### src/memory_test_pattern_checker_top_assert.svh
// Assertion macros for the memory test pattern checker
`ifndef MEMORY_TEST_PATTERN_CHECKER_TOP_ASSERT_SVH
`define MEMORY_TEST_PATTERN_CHECKER_TOP_ASSERT_SVH

// antecedent and consequent in the same cycle
`define MTPC_ASSERT_SAME(label, clk, rst, a, c) \
  label: assert property (@(posedge clk) disable iff (rst) (a) |-> (c)) \
    else $error("mtpc assertion failed");

// consequent in the cycle after the antecedent
`define MTPC_ASSERT_NEXT(label, clk, rst, a, c) \
  label: assert property (@(posedge clk) disable iff (rst) (a) |=> (c)) \
    else $error("mtpc assertion failed");

`endif

### src/mtpc_pkg.sv
// Types, constants and helpers shared by the pattern checker modules
package mtpc_pkg;

  localparam int unsigned ADDR_W = 31;
  localparam int unsigned WORD_W = 64;
  localparam int unsigned PASS_W = 3;
  localparam int unsigned OUT_QUEUE_DEPTH = 2;
  localparam int unsigned HASH_SHIFT = 29;

  localparam logic [31:0] HASH_MUL_ADDR_LO = 32'h7f4a7c15;
  localparam logic [31:0] HASH_MUL_ADDR_HI = 32'h9e3779b9;
  localparam logic [63:0] HASH_MUL_PASS = 64'hd1b54a32d192ed03;

  typedef enum logic {
    OP_WRITE  = 1'b0,
    OP_VERIFY = 1'b1
  } op_t;

  // word handed from front to back
  typedef struct packed {
    op_t               op;
    logic              inj;
    logic [ADDR_W-1:0] addr;
    logic [63:0]       prod_lo;
    logic [31:0]       prod_hi;
    logic [63:0]       pass_term;
    logic [63:0]       read_data;
  } work_t;

  typedef struct packed {
    logic [63:0]       pattern_data;
    logic              mismatch_now;
    logic              fail_seen;
    logic [ADDR_W-1:0] first_fail_address;
    logic [63:0]       first_fail_expected;
    logic [63:0]       first_fail_actual;
  } result_t;

  typedef struct packed {
    logic fire;
    logic is_verify;
    logic miss;
    logic fail_flag;
  } back_status_t;

  // (pass + 1) * K2, eight entries
  function automatic logic [63:0] pass_term(input logic [PASS_W-1:0] pass);
    logic [63:0] p1;
    p1 = 64'(pass) + 64'd1;
    return p1 * HASH_MUL_PASS;
  endfunction

endpackage

### src/mtpc_fifo.sv
// Small register-based FIFO used between pipeline parts
module mtpc_fifo #(
  parameter int unsigned WIDTH = 8,
  parameter int unsigned DEPTH = 2
) (
  input  logic             clk,
  input  logic             rst,
  input  logic             push,
  input  logic [WIDTH-1:0] wdata,
  output logic             full,
  input  logic             pop,
  output logic [WIDTH-1:0] rdata,
  output logic             empty
);

  localparam int unsigned PTR_W = (DEPTH > 1) ? $clog2(DEPTH) : 1;
  localparam int unsigned CNT_W = $clog2(DEPTH + 1);

  logic [WIDTH-1:0] mem [DEPTH];
  logic [PTR_W-1:0] wr_ptr;
  logic [PTR_W-1:0] rd_ptr;
  logic [CNT_W-1:0] count;
  logic             do_push;
  logic             do_pop;

  assign full    = (count == CNT_W'(DEPTH));
  assign empty   = (count == '0);
  assign do_push = push && !full;
  assign do_pop  = pop && !empty;
  assign rdata   = mem[rd_ptr];

  always_ff @(posedge clk) begin
    if (rst) begin
      wr_ptr <= '0;
      rd_ptr <= '0;
      count  <= '0;
    end else begin
      if (do_push) begin
        wr_ptr <= (wr_ptr == PTR_W'(DEPTH - 1)) ? '0 : wr_ptr + 1'b1;
      end
      if (do_pop) begin
        rd_ptr <= (rd_ptr == PTR_W'(DEPTH - 1)) ? '0 : rd_ptr + 1'b1;
      end
      if (do_push && !do_pop) begin
        count <= count + 1'b1;
      end else if (do_pop && !do_push) begin
        count <= count - 1'b1;
      end
    end
  end

  always_ff @(posedge clk) begin
    if (do_push) begin
      mem[wr_ptr] <= wdata;
    end
  end

endmodule

### src/mtpc_front.sv
// Front end: accepts words, masks address, classifies, forms partial products
module mtpc_front #(
  parameter int unsigned ADDR_BITS = 31
) (
  input  logic                        clk,
  input  logic                        rst,
  input  logic                        push,
  output logic                        full,
  input  logic                        op,
  input  logic [mtpc_pkg::ADDR_W-1:0] word_address,
  input  logic [mtpc_pkg::PASS_W-1:0] pass_number,
  input  logic [63:0]                 read_data,
  input  logic                        inject_error,
  output logic                        mid_push,
  output mtpc_pkg::work_t             mid_wdata,
  input  logic                        mid_full
);

  import mtpc_pkg::*;

  localparam logic [ADDR_W-1:0] ADDR_MASK =
    (ADDR_BITS >= ADDR_W) ? {ADDR_W{1'b1}} : ADDR_W'((64'd1 << ADDR_BITS) - 64'd1);

  logic              s1_valid;
  work_t             s1;
  work_t             s1_next;
  logic              advance;
  logic [ADDR_W-1:0] addr_m;
  logic [31:0]       addr_ext;

  assign advance  = !s1_valid || !mid_full;
  assign full     = !advance;
  assign mid_push = s1_valid;
  assign mid_wdata = s1;

  assign addr_m   = word_address & ADDR_MASK;
  assign addr_ext = 32'(addr_m);

  always_comb begin
    s1_next.op        = op_t'(op);
    s1_next.inj       = inject_error && (op_t'(op) == OP_WRITE) && (addr_m == '0)
                        && (pass_number == '0);
    s1_next.addr      = addr_m;
    s1_next.prod_lo   = 64'(addr_ext) * 64'(HASH_MUL_ADDR_LO);
    s1_next.prod_hi   = addr_ext * HASH_MUL_ADDR_HI;
    s1_next.pass_term = pass_term(pass_number);
    s1_next.read_data = read_data;
  end

  always_ff @(posedge clk) begin
    if (rst) begin
      s1_valid <= 1'b0;
    end else if (advance) begin
      s1_valid <= push;
    end
  end

  always_ff @(posedge clk) begin
    if (advance && push) begin
      s1 <= s1_next;
    end
  end

endmodule

### src/mtpc_back.sv
// Back end: finishes the hash, compares, keeps the first-failure capture
module mtpc_back (
  input  logic                   clk,
  input  logic                   rst,
  input  mtpc_pkg::work_t        mid_rdata,
  input  logic                   mid_empty,
  output logic                   mid_pop,
  output logic                   out_push,
  output mtpc_pkg::result_t      out_wdata,
  input  logic                   out_full,
  output mtpc_pkg::back_status_t status
);

  import mtpc_pkg::*;

  logic              fail_flag;
  logic [ADDR_W-1:0] fail_address;
  logic [63:0]       fail_expected_word;
  logic [63:0]       fail_actual_word;

  logic              fire;
  logic [31:0]       sum_hi;
  logic [63:0]       v;
  logic [63:0]       expected;
  logic              miss;
  logic              capture;

  assign fire     = !mid_empty && !out_full;
  assign mid_pop  = fire;
  assign out_push = fire;

  assign sum_hi   = mid_rdata.prod_hi + mid_rdata.prod_lo[63:32];
  assign v        = {sum_hi, mid_rdata.prod_lo[31:0]} ^ mid_rdata.pass_term;
  assign expected = v ^ (v >> HASH_SHIFT);
  assign miss     = (mid_rdata.op == OP_VERIFY) && (mid_rdata.read_data != expected);
  assign capture  = fire && miss && !fail_flag;

  always_comb begin
    out_wdata.pattern_data        = expected ^ 64'(mid_rdata.inj);
    out_wdata.mismatch_now        = miss;
    out_wdata.fail_seen           = fail_flag || miss;
    out_wdata.first_fail_address  = capture ? mid_rdata.addr : fail_address;
    out_wdata.first_fail_expected = capture ? expected : fail_expected_word;
    out_wdata.first_fail_actual   = capture ? mid_rdata.read_data : fail_actual_word;
  end

  always_ff @(posedge clk) begin
    if (rst) begin
      fail_flag          <= 1'b0;
      fail_address       <= '0;
      fail_expected_word <= '0;
      fail_actual_word   <= '0;
    end else if (capture) begin
      fail_flag          <= 1'b1;
      fail_address       <= mid_rdata.addr;
      fail_expected_word <= expected;
      fail_actual_word   <= mid_rdata.read_data;
    end
  end

  always_comb begin
    status.fire      = fire;
    status.is_verify = (mid_rdata.op == OP_VERIFY);
    status.miss      = miss;
    status.fail_flag = fail_flag;
  end

endmodule

### src/memory_test_pattern_checker_top.sv
// Top level of the memory test pattern checker
//
//   channel   handshake                 payload
//   input     push / full               op, word_address, pass_number, read_data
//   result    empty / pop               pattern_data, mismatch_now, fail_seen,
//                                       first_fail_address/expected/actual
//   config    cfg_valid / cfg_ready     cfg_data (inject_error)
//
// One word per cycle sustained while the result side keeps popping; a pushed word passes through
// the partial-product register, the work queue and the result queue before empty goes low.
// The 64-bit address product is two 32x32 multiplies in the front register stage.
// rst is synchronous, active high; clears queues and the failure capture.
// Front and back stall independently through the work queue; cfg_ready is always high.
module memory_test_pattern_checker_top #(
  parameter int unsigned ADDR_BITS   = 31,
  parameter int unsigned QUEUE_DEPTH = 2
) (
  input  logic                        clk,
  input  logic                        rst,
  input  logic                        push,
  output logic                        full,
  input  logic                        op,
  input  logic [mtpc_pkg::ADDR_W-1:0] word_address,
  input  logic [mtpc_pkg::PASS_W-1:0] pass_number,
  input  logic [63:0]                 read_data,
  output logic                        empty,
  input  logic                        pop,
  output logic [63:0]                 pattern_data,
  output logic                        mismatch_now,
  output logic                        fail_seen,
  output logic [mtpc_pkg::ADDR_W-1:0] first_fail_address,
  output logic [63:0]                 first_fail_expected,
  output logic [63:0]                 first_fail_actual,
  input  logic                        cfg_valid,
  output logic                        cfg_ready,
  input  logic                        cfg_data
);

  import mtpc_pkg::*;

  `include "memory_test_pattern_checker_top_assert.svh"

  logic         inject_error;
  logic         mid_push;
  work_t        mid_wdata;
  logic         mid_full;
  logic         mid_pop;
  work_t        mid_rdata;
  logic         mid_empty;
  logic         out_push;
  result_t      out_wdata;
  logic         out_full;
  result_t      out_rdata;
  back_status_t back_status;

  assign cfg_ready = 1'b1;

  always_ff @(posedge clk) begin
    if (rst) begin
      inject_error <= 1'b0;
    end else if (cfg_valid && cfg_ready) begin
      inject_error <= cfg_data;
    end
  end

  mtpc_front #(
    .ADDR_BITS (ADDR_BITS)
  ) u_front (
    .clk          (clk),
    .rst          (rst),
    .push         (push),
    .full         (full),
    .op           (op),
    .word_address (word_address),
    .pass_number  (pass_number),
    .read_data    (read_data),
    .inject_error (inject_error),
    .mid_push     (mid_push),
    .mid_wdata    (mid_wdata),
    .mid_full     (mid_full)
  );

  mtpc_fifo #(
    .WIDTH ($bits(work_t)),
    .DEPTH (QUEUE_DEPTH)
  ) u_work_q (
    .clk   (clk),
    .rst   (rst),
    .push  (mid_push),
    .wdata (mid_wdata),
    .full  (mid_full),
    .pop   (mid_pop),
    .rdata (mid_rdata),
    .empty (mid_empty)
  );

  mtpc_back u_back (
    .clk       (clk),
    .rst       (rst),
    .mid_rdata (mid_rdata),
    .mid_empty (mid_empty),
    .mid_pop   (mid_pop),
    .out_push  (out_push),
    .out_wdata (out_wdata),
    .out_full  (out_full),
    .status    (back_status)
  );

  mtpc_fifo #(
    .WIDTH ($bits(result_t)),
    .DEPTH (OUT_QUEUE_DEPTH)
  ) u_result_q (
    .clk   (clk),
    .rst   (rst),
    .push  (out_push),
    .wdata (out_wdata),
    .full  (out_full),
    .pop   (pop),
    .rdata (out_rdata),
    .empty (empty)
  );

  assign pattern_data        = out_rdata.pattern_data;
  assign mismatch_now        = out_rdata.mismatch_now;
  assign fail_seen           = out_rdata.fail_seen;
  assign first_fail_address  = out_rdata.first_fail_address;
  assign first_fail_expected = out_rdata.first_fail_expected;
  assign first_fail_actual   = out_rdata.first_fail_actual;

  `MTPC_ASSERT_NEXT(a_fail_sticky, clk, rst, back_status.fail_flag, back_status.fail_flag)
  `MTPC_ASSERT_NEXT(a_miss_sets_flag, clk, rst, back_status.fire && back_status.miss, back_status.fail_flag)
  `MTPC_ASSERT_SAME(a_write_no_miss, clk, rst, !back_status.is_verify, !back_status.miss)

endmodule

### config.mk
export PLATFORM = sky130hd
export DESIGN_NAME = memory_test_pattern_checker_top
export DESIGN_NICKNAME = d
export VERILOG_FILES = /design/src/mtpc_pkg.sv /design/src/mtpc_fifo.sv /design/src/mtpc_front.sv /design/src/mtpc_back.sv /design/src/memory_test_pattern_checker_top.sv
export VERILOG_INCLUDE_DIRS = /design/src /design/src/src
export SDC_FILE = /design/constraint.sdc
export NUM_CORES = 2
export LEC_CHECK = 0
export BUFFER_PORTS_ARGS = -buffer_cell sky130_fd_sc_hd__buf_2
export CAP_MARGIN = 15
export CORE_MARGIN = 8
export CORE_UTILIZATION = 39
export CTS_CLUSTER_DIAMETER = 40
export CTS_CLUSTER_SIZE = 12
export DETAILED_ROUTE_END_ITERATION = 8
export SETUP_SLACK_MARGIN = 0.5
export SYNTH_ARGS = -nofsm -noshare
export SYNTH_HDL_FRONTEND = slang
export SYNTH_HIERARCHICAL = 1
export SYNTH_SLANG_ARGS = --single-unit
### constraint.sdc
create_clock -name clk -period 19.6 [get_ports clk]
set_clock_uncertainty 0.2 [all_clocks]
set_input_delay 2.94 -clock clk [delete_from_list [all_inputs] [get_ports clk]]
set_output_delay 2.94 -clock clk [all_outputs]
set_load 0.005 [all_outputs]
* Yosys cells after proc, flatten, opt, wreduce, memory -nomap -nowiden *
Memory sizes are Yosys's and may differ from the RTL's. A register that Yosys moved wholly into a read port is not among the register bits.
Index checks and enable logic that the tools add are counted.

word-level totals
  bits in registers = 426
  latch bits = 0
  RAM bits = 962
  ROM bits = 0
  bits of input ports = 105
  output and inout port bits = 228
  logic and storage cells = 95
  memories kept = 2

cells by class
  add/sub/neg operators = 10
  multiply operators = 3
  div/mod/pow operators = 0
  order comparisons = 0
  equal/unequal tests = 3
  shifts and indexed selects = 0
  muxes and demuxes = 19
  bitwise logic cells = 4
  reductions and logical operators = 35

memory list
  name            words  width  rd ports  clocked after memory_dff  write ports  line             source
  u_work_q.mem    2      256    1         1                         1            mtpc_fifo.sv:19  logic [WIDTH-1:0] mem [DEPTH];
  u_result_q.mem  2      225    1         1                         1            mtpc_fifo.sv:19

operators by type and width
  kind                      number
  $mux W64                  2
  $mul A64 B63 Y64 const B  1
  $ne A64 B64 Y1            1
  $xor A64 B1 Y64           1
  $xor A64 B35 Y64          1
  $xor A64 B64 Y64          1
  $mul A31 B31 Y62 const B  1
  $add A32 B32 Y32          1
  $mul A31 B32 Y32 const B  1
  $logic_not A31 Y1         1
  $mux W31                  1
  $logic_and A1 B1 Y1       16
  $mux W1                   12
  $logic_not A1 Y1          11
  $mux W2                   4
  $add A1 B1 Y1 const B     4
  $add A2 B1 Y2 const B     2
  $add A3 B1 Y4 const B     1
  $eq A2 B2 Y1 const B      2
  $logic_not A2 Y1          2
  $reduce_bool A2 Y1        2
  $sub A2 B1 Y2 const B     2
  $logic_not A3 Y1          1
  $logic_or A1 B1 Y1        2
  $not A1 Y1                1

* Depth between registers and ports, before layout *
  depth after elaboration = 8
  gate-level depth with buffers = 28
  gate-level depth less buffers = 28

* Cells and area by module *
Netlist, hierarchy kept.

modules (own cells, without submodules)
  module                           instances  cells an instance  area an instance (µm²)  sequential area each (µm²)
  mtpc_front                       1          2915               33487.1                 7317.0
  mtpc_fifo (u_work_q)             1          825                19774.0                 15534.9
  mtpc_fifo (u_result_q)           1          725                17062.6                 13613.1
  mtpc_back                        1          1492               13217.7                 3203.1
  memory_test_pattern_checker_top  1          5                  45.0                    20.0

* Worst setup path after synthesis *
OpenSTA, ideal clock, no wires.

  path kind = input to register
  start = input port push
  end = register u_front.s1 (netlist bit u_front/mid_wdata[0]), enable pin
  setup time = 0.880 ns
  arrival time = 13.400 ns
  required time = 18.520 ns
  slack = 5.120 ns
  stages on the path = 1
  buffers on the path = 0
  path through = nor2b_1

on the way
  cells in the longest elaborated chain, start to end = 1

ends and longest elaborated chain
  element               line                                   source
  start, declared       memory_test_pattern_checker_top.sv:20  input logic push,
  $logic_and A1 B1 Y1   mtpc_front.sv:59                       if (advance && push) begin
  end signal, assigned  mtpc_front.sv:60                       s1 <= s1_next;
  end, declared         mtpc_front.sv:25                       work_t s1;

No other way between the ends.
A chain may end at the register's enable or synchronous reset.

==> results.md <==
* Vias in the first global route at 49,356
* DR DRC count at 0
* FF/Latch Area at 39,700 um^2
* Max-cap violations at 0
* Worst slew pin tran at 1.24 ns
* First-pass GRT wire length at 359 mm
* Overall Global Routing Usage at 21.6%
* Setup crit start: word_address[4]
* Layout cell share with drive strength beyond 1 at 20.6%
* CP required at 19.93 ns
* YS warnings at 6
* Fin. max-slew vios at 0
* Number of nets in the layout at 7,606
* Mapped Area at 83,600 um^2
* Hold endpoint: u_work_q/mem[1][117]
* Avg Cell Area, Syn at 14.0 um^2
* WL/cell at 27.1 um
* CP peak stage delay at 0.62 ns
* Hold buffers post-CTS at 0
* Tmin final at 10.42 ns
* RSZ-0062 raised after global routing: no
* Reg clk slew, reported paths at 0.06 ns
* Worst path bufs/invs at 5
* CP max stage cell: nor3b_1
* # H-tree levels at 4
* Number of gates resized after CTS at 0
* RR Endpoint: u_result_q/mem[1][19]
* R2R setup slack at 9.24 ns
* Worst-path maximum fanout at 12
* Hold Vio Cnt, Final at 0
* Worst r2r path cells at 18
* Core ar. at 214,000 um^2
* Setup bufs post-CTS at 0
* Hold path start: u_front/mid_wdata[117]
* Setup crit end kind: register
* Post-synthesis instance total at 5,958
* CTS tree: built
* Status: completed
* Num CTS Buffers at 185
* Syn-to-layout area delta at 12.7%
* Post-DP HPWL at 197 mm
* Setup TNS at 0 ns
* Die extent in y at 479 um
* Final worst-path cycle share at 53.2%
* Initial antenna violation count at 17
* Minimum hold slack at 0.214 ns
* # fillers at 19,331
* Setup Viol. Count Final at 0
* F_max at 0.0959 GHz
* Die area at 229,000 um^2
* Critical path arrival at 10.75 ns
* Root buf cell: clkbuf_16
* Sink Count at 1,379
* Clk_lat worst skew at 0.84 ns
* Core Util, Final at 44.1%
* GR Overflow Total at 0
* Wirelength, routed at 254 mm
* Worst hold path type: reg2reg
* Initial core utilization at 39.1%
* Initial drt markers at 3,828
* Slew HR at 16.4%
* PortBufs at 331
* Vias at 48,177
* Critical path class: in2reg
* DR vias/cell at 5.16
* Most used cell, CP: fa_1
* Worst Hold Depth at 0
* Multi-input logic area at 39,300 um^2
* 1st-pass router iterations at 8
* IO Count at 333
* Die Width at 479 um
* Largest delay share family, worst path: adder cells
* Final WS setup at 9.18 ns
* Final ANT Viol Nets at 0
* Placement Setup Slack at 8.43 ns
* Critical Path Start Type: input pin
* CTS Buffer Depth at 3
* Row count at 170
* Global placer's final weighted congestion at 0.956
* Largest net degree at the start of global routing at 143
[worst register-to-register path, stage by stage (launching register included)]
cell and delay, ns:
dfxtp_4 0.83, buf_12 0.60, buf_4 0.82, mux2_4 0.39, ha_1 0.42, a21oi_1 0.22, o21ai_1 0.13, a2111oi_1 0.55
o21ai_1 0.16, o32ai_1 0.43, or2_1 0.53, xnor2_1 0.12, a2111oi_0 0.73, and4_4 0.40, a21o_4 0.59, buf_4 0.77
buf_4 0.78, buf_4 0.95, mux2_2 0.49
[metrics by stage]
step / std cells / area, um^2
2_1_floorplan: 5960 / 83600
3_3_place_gp: 8989 / 87900
3_5_place_dp: 8989 / 87900
4_1_cts: 9333 / 94200
5_1_grt: 9335 / 94200
6_report: 9342 / 94200
[placed cells by master (no fill, tap or decap), types with 118 or more instances in the layout]
master and instances:
a21oi_1 144, buf_2 330, clkbuf_16 185, dfxtp_1 170
edfxtp_1 1207, fa_1 577, ha_1 585, inv_1 861
mux2_2 183, mux2_4 380, nand2_1 119, nand2b_1 229
nor2_1 118, xnor2_1 230
[metal layers]
layer	up-vias	track usage (%)	share of wire, %
met4	0	5.31	2.5
met3	277	4.09	6.1
met5	-	0	0
met1	24825	30.5	45
li1	21556	-	-
met2	1519	34.5	46
[area by class of cell]
class                   count  area share, %
diodes                      8         0.0213
clock buffers             226           5.18
flip-flops and latches   1379           42.1
multi-input cells        3527           41.8
well taps                2838           3.77
clock inverters           118           1.44
inverters                 863           3.45
repair buffers            383           2.23
[how the worst max path moves through the flow]
| stage | end | cells after the start | slack [ns] |
|---|---|---|---|
| global route | u_result_q/mem[1][19] | 18 | 8.69 |
| detailed placement | u_front/mid_wdata[221] | 25 | 8.43 |
| CTS | u_result_q/mem[1][19] | 18 | 9.30 |
| finish | u_front/mid_wdata[216] | 25 | 9.18 |
| global placement | u_front/mid_wdata[159] | 22 | 8.50 |
| floorplan | u_front/mid_wdata[0] | 1 | 5.12 |
[state kept, by name, summed over array words and instances, names as in the netlist, named ones only]
| name | cells |
|---|---|
| u_work_q/mem | 514 |
| u_result_q/rd_ptr | 1 |
| u_back/fail_actual_word | 64 |
| u_work_q/rd_ptr | 1 |
| u_back/fail_expected_word | 64 |
| u_back/fail_address | 31 |
| u_front/mid_wdata | 243 |
| u_result_q/count | 2 |
| inject_error | 1 |
| u_work_q/wr_ptr | 1 |
| u_work_q/count | 2 |
| u_result_q/wr_ptr | 1 |
| u_back/fail_flag | 1 |
| u_front/mid_push | 1 |
| u_result_q/mem | 450 |
Power is not shown: default switching activity piles up to over one toggle a cycle in this logic, so the estimate is an artifact.
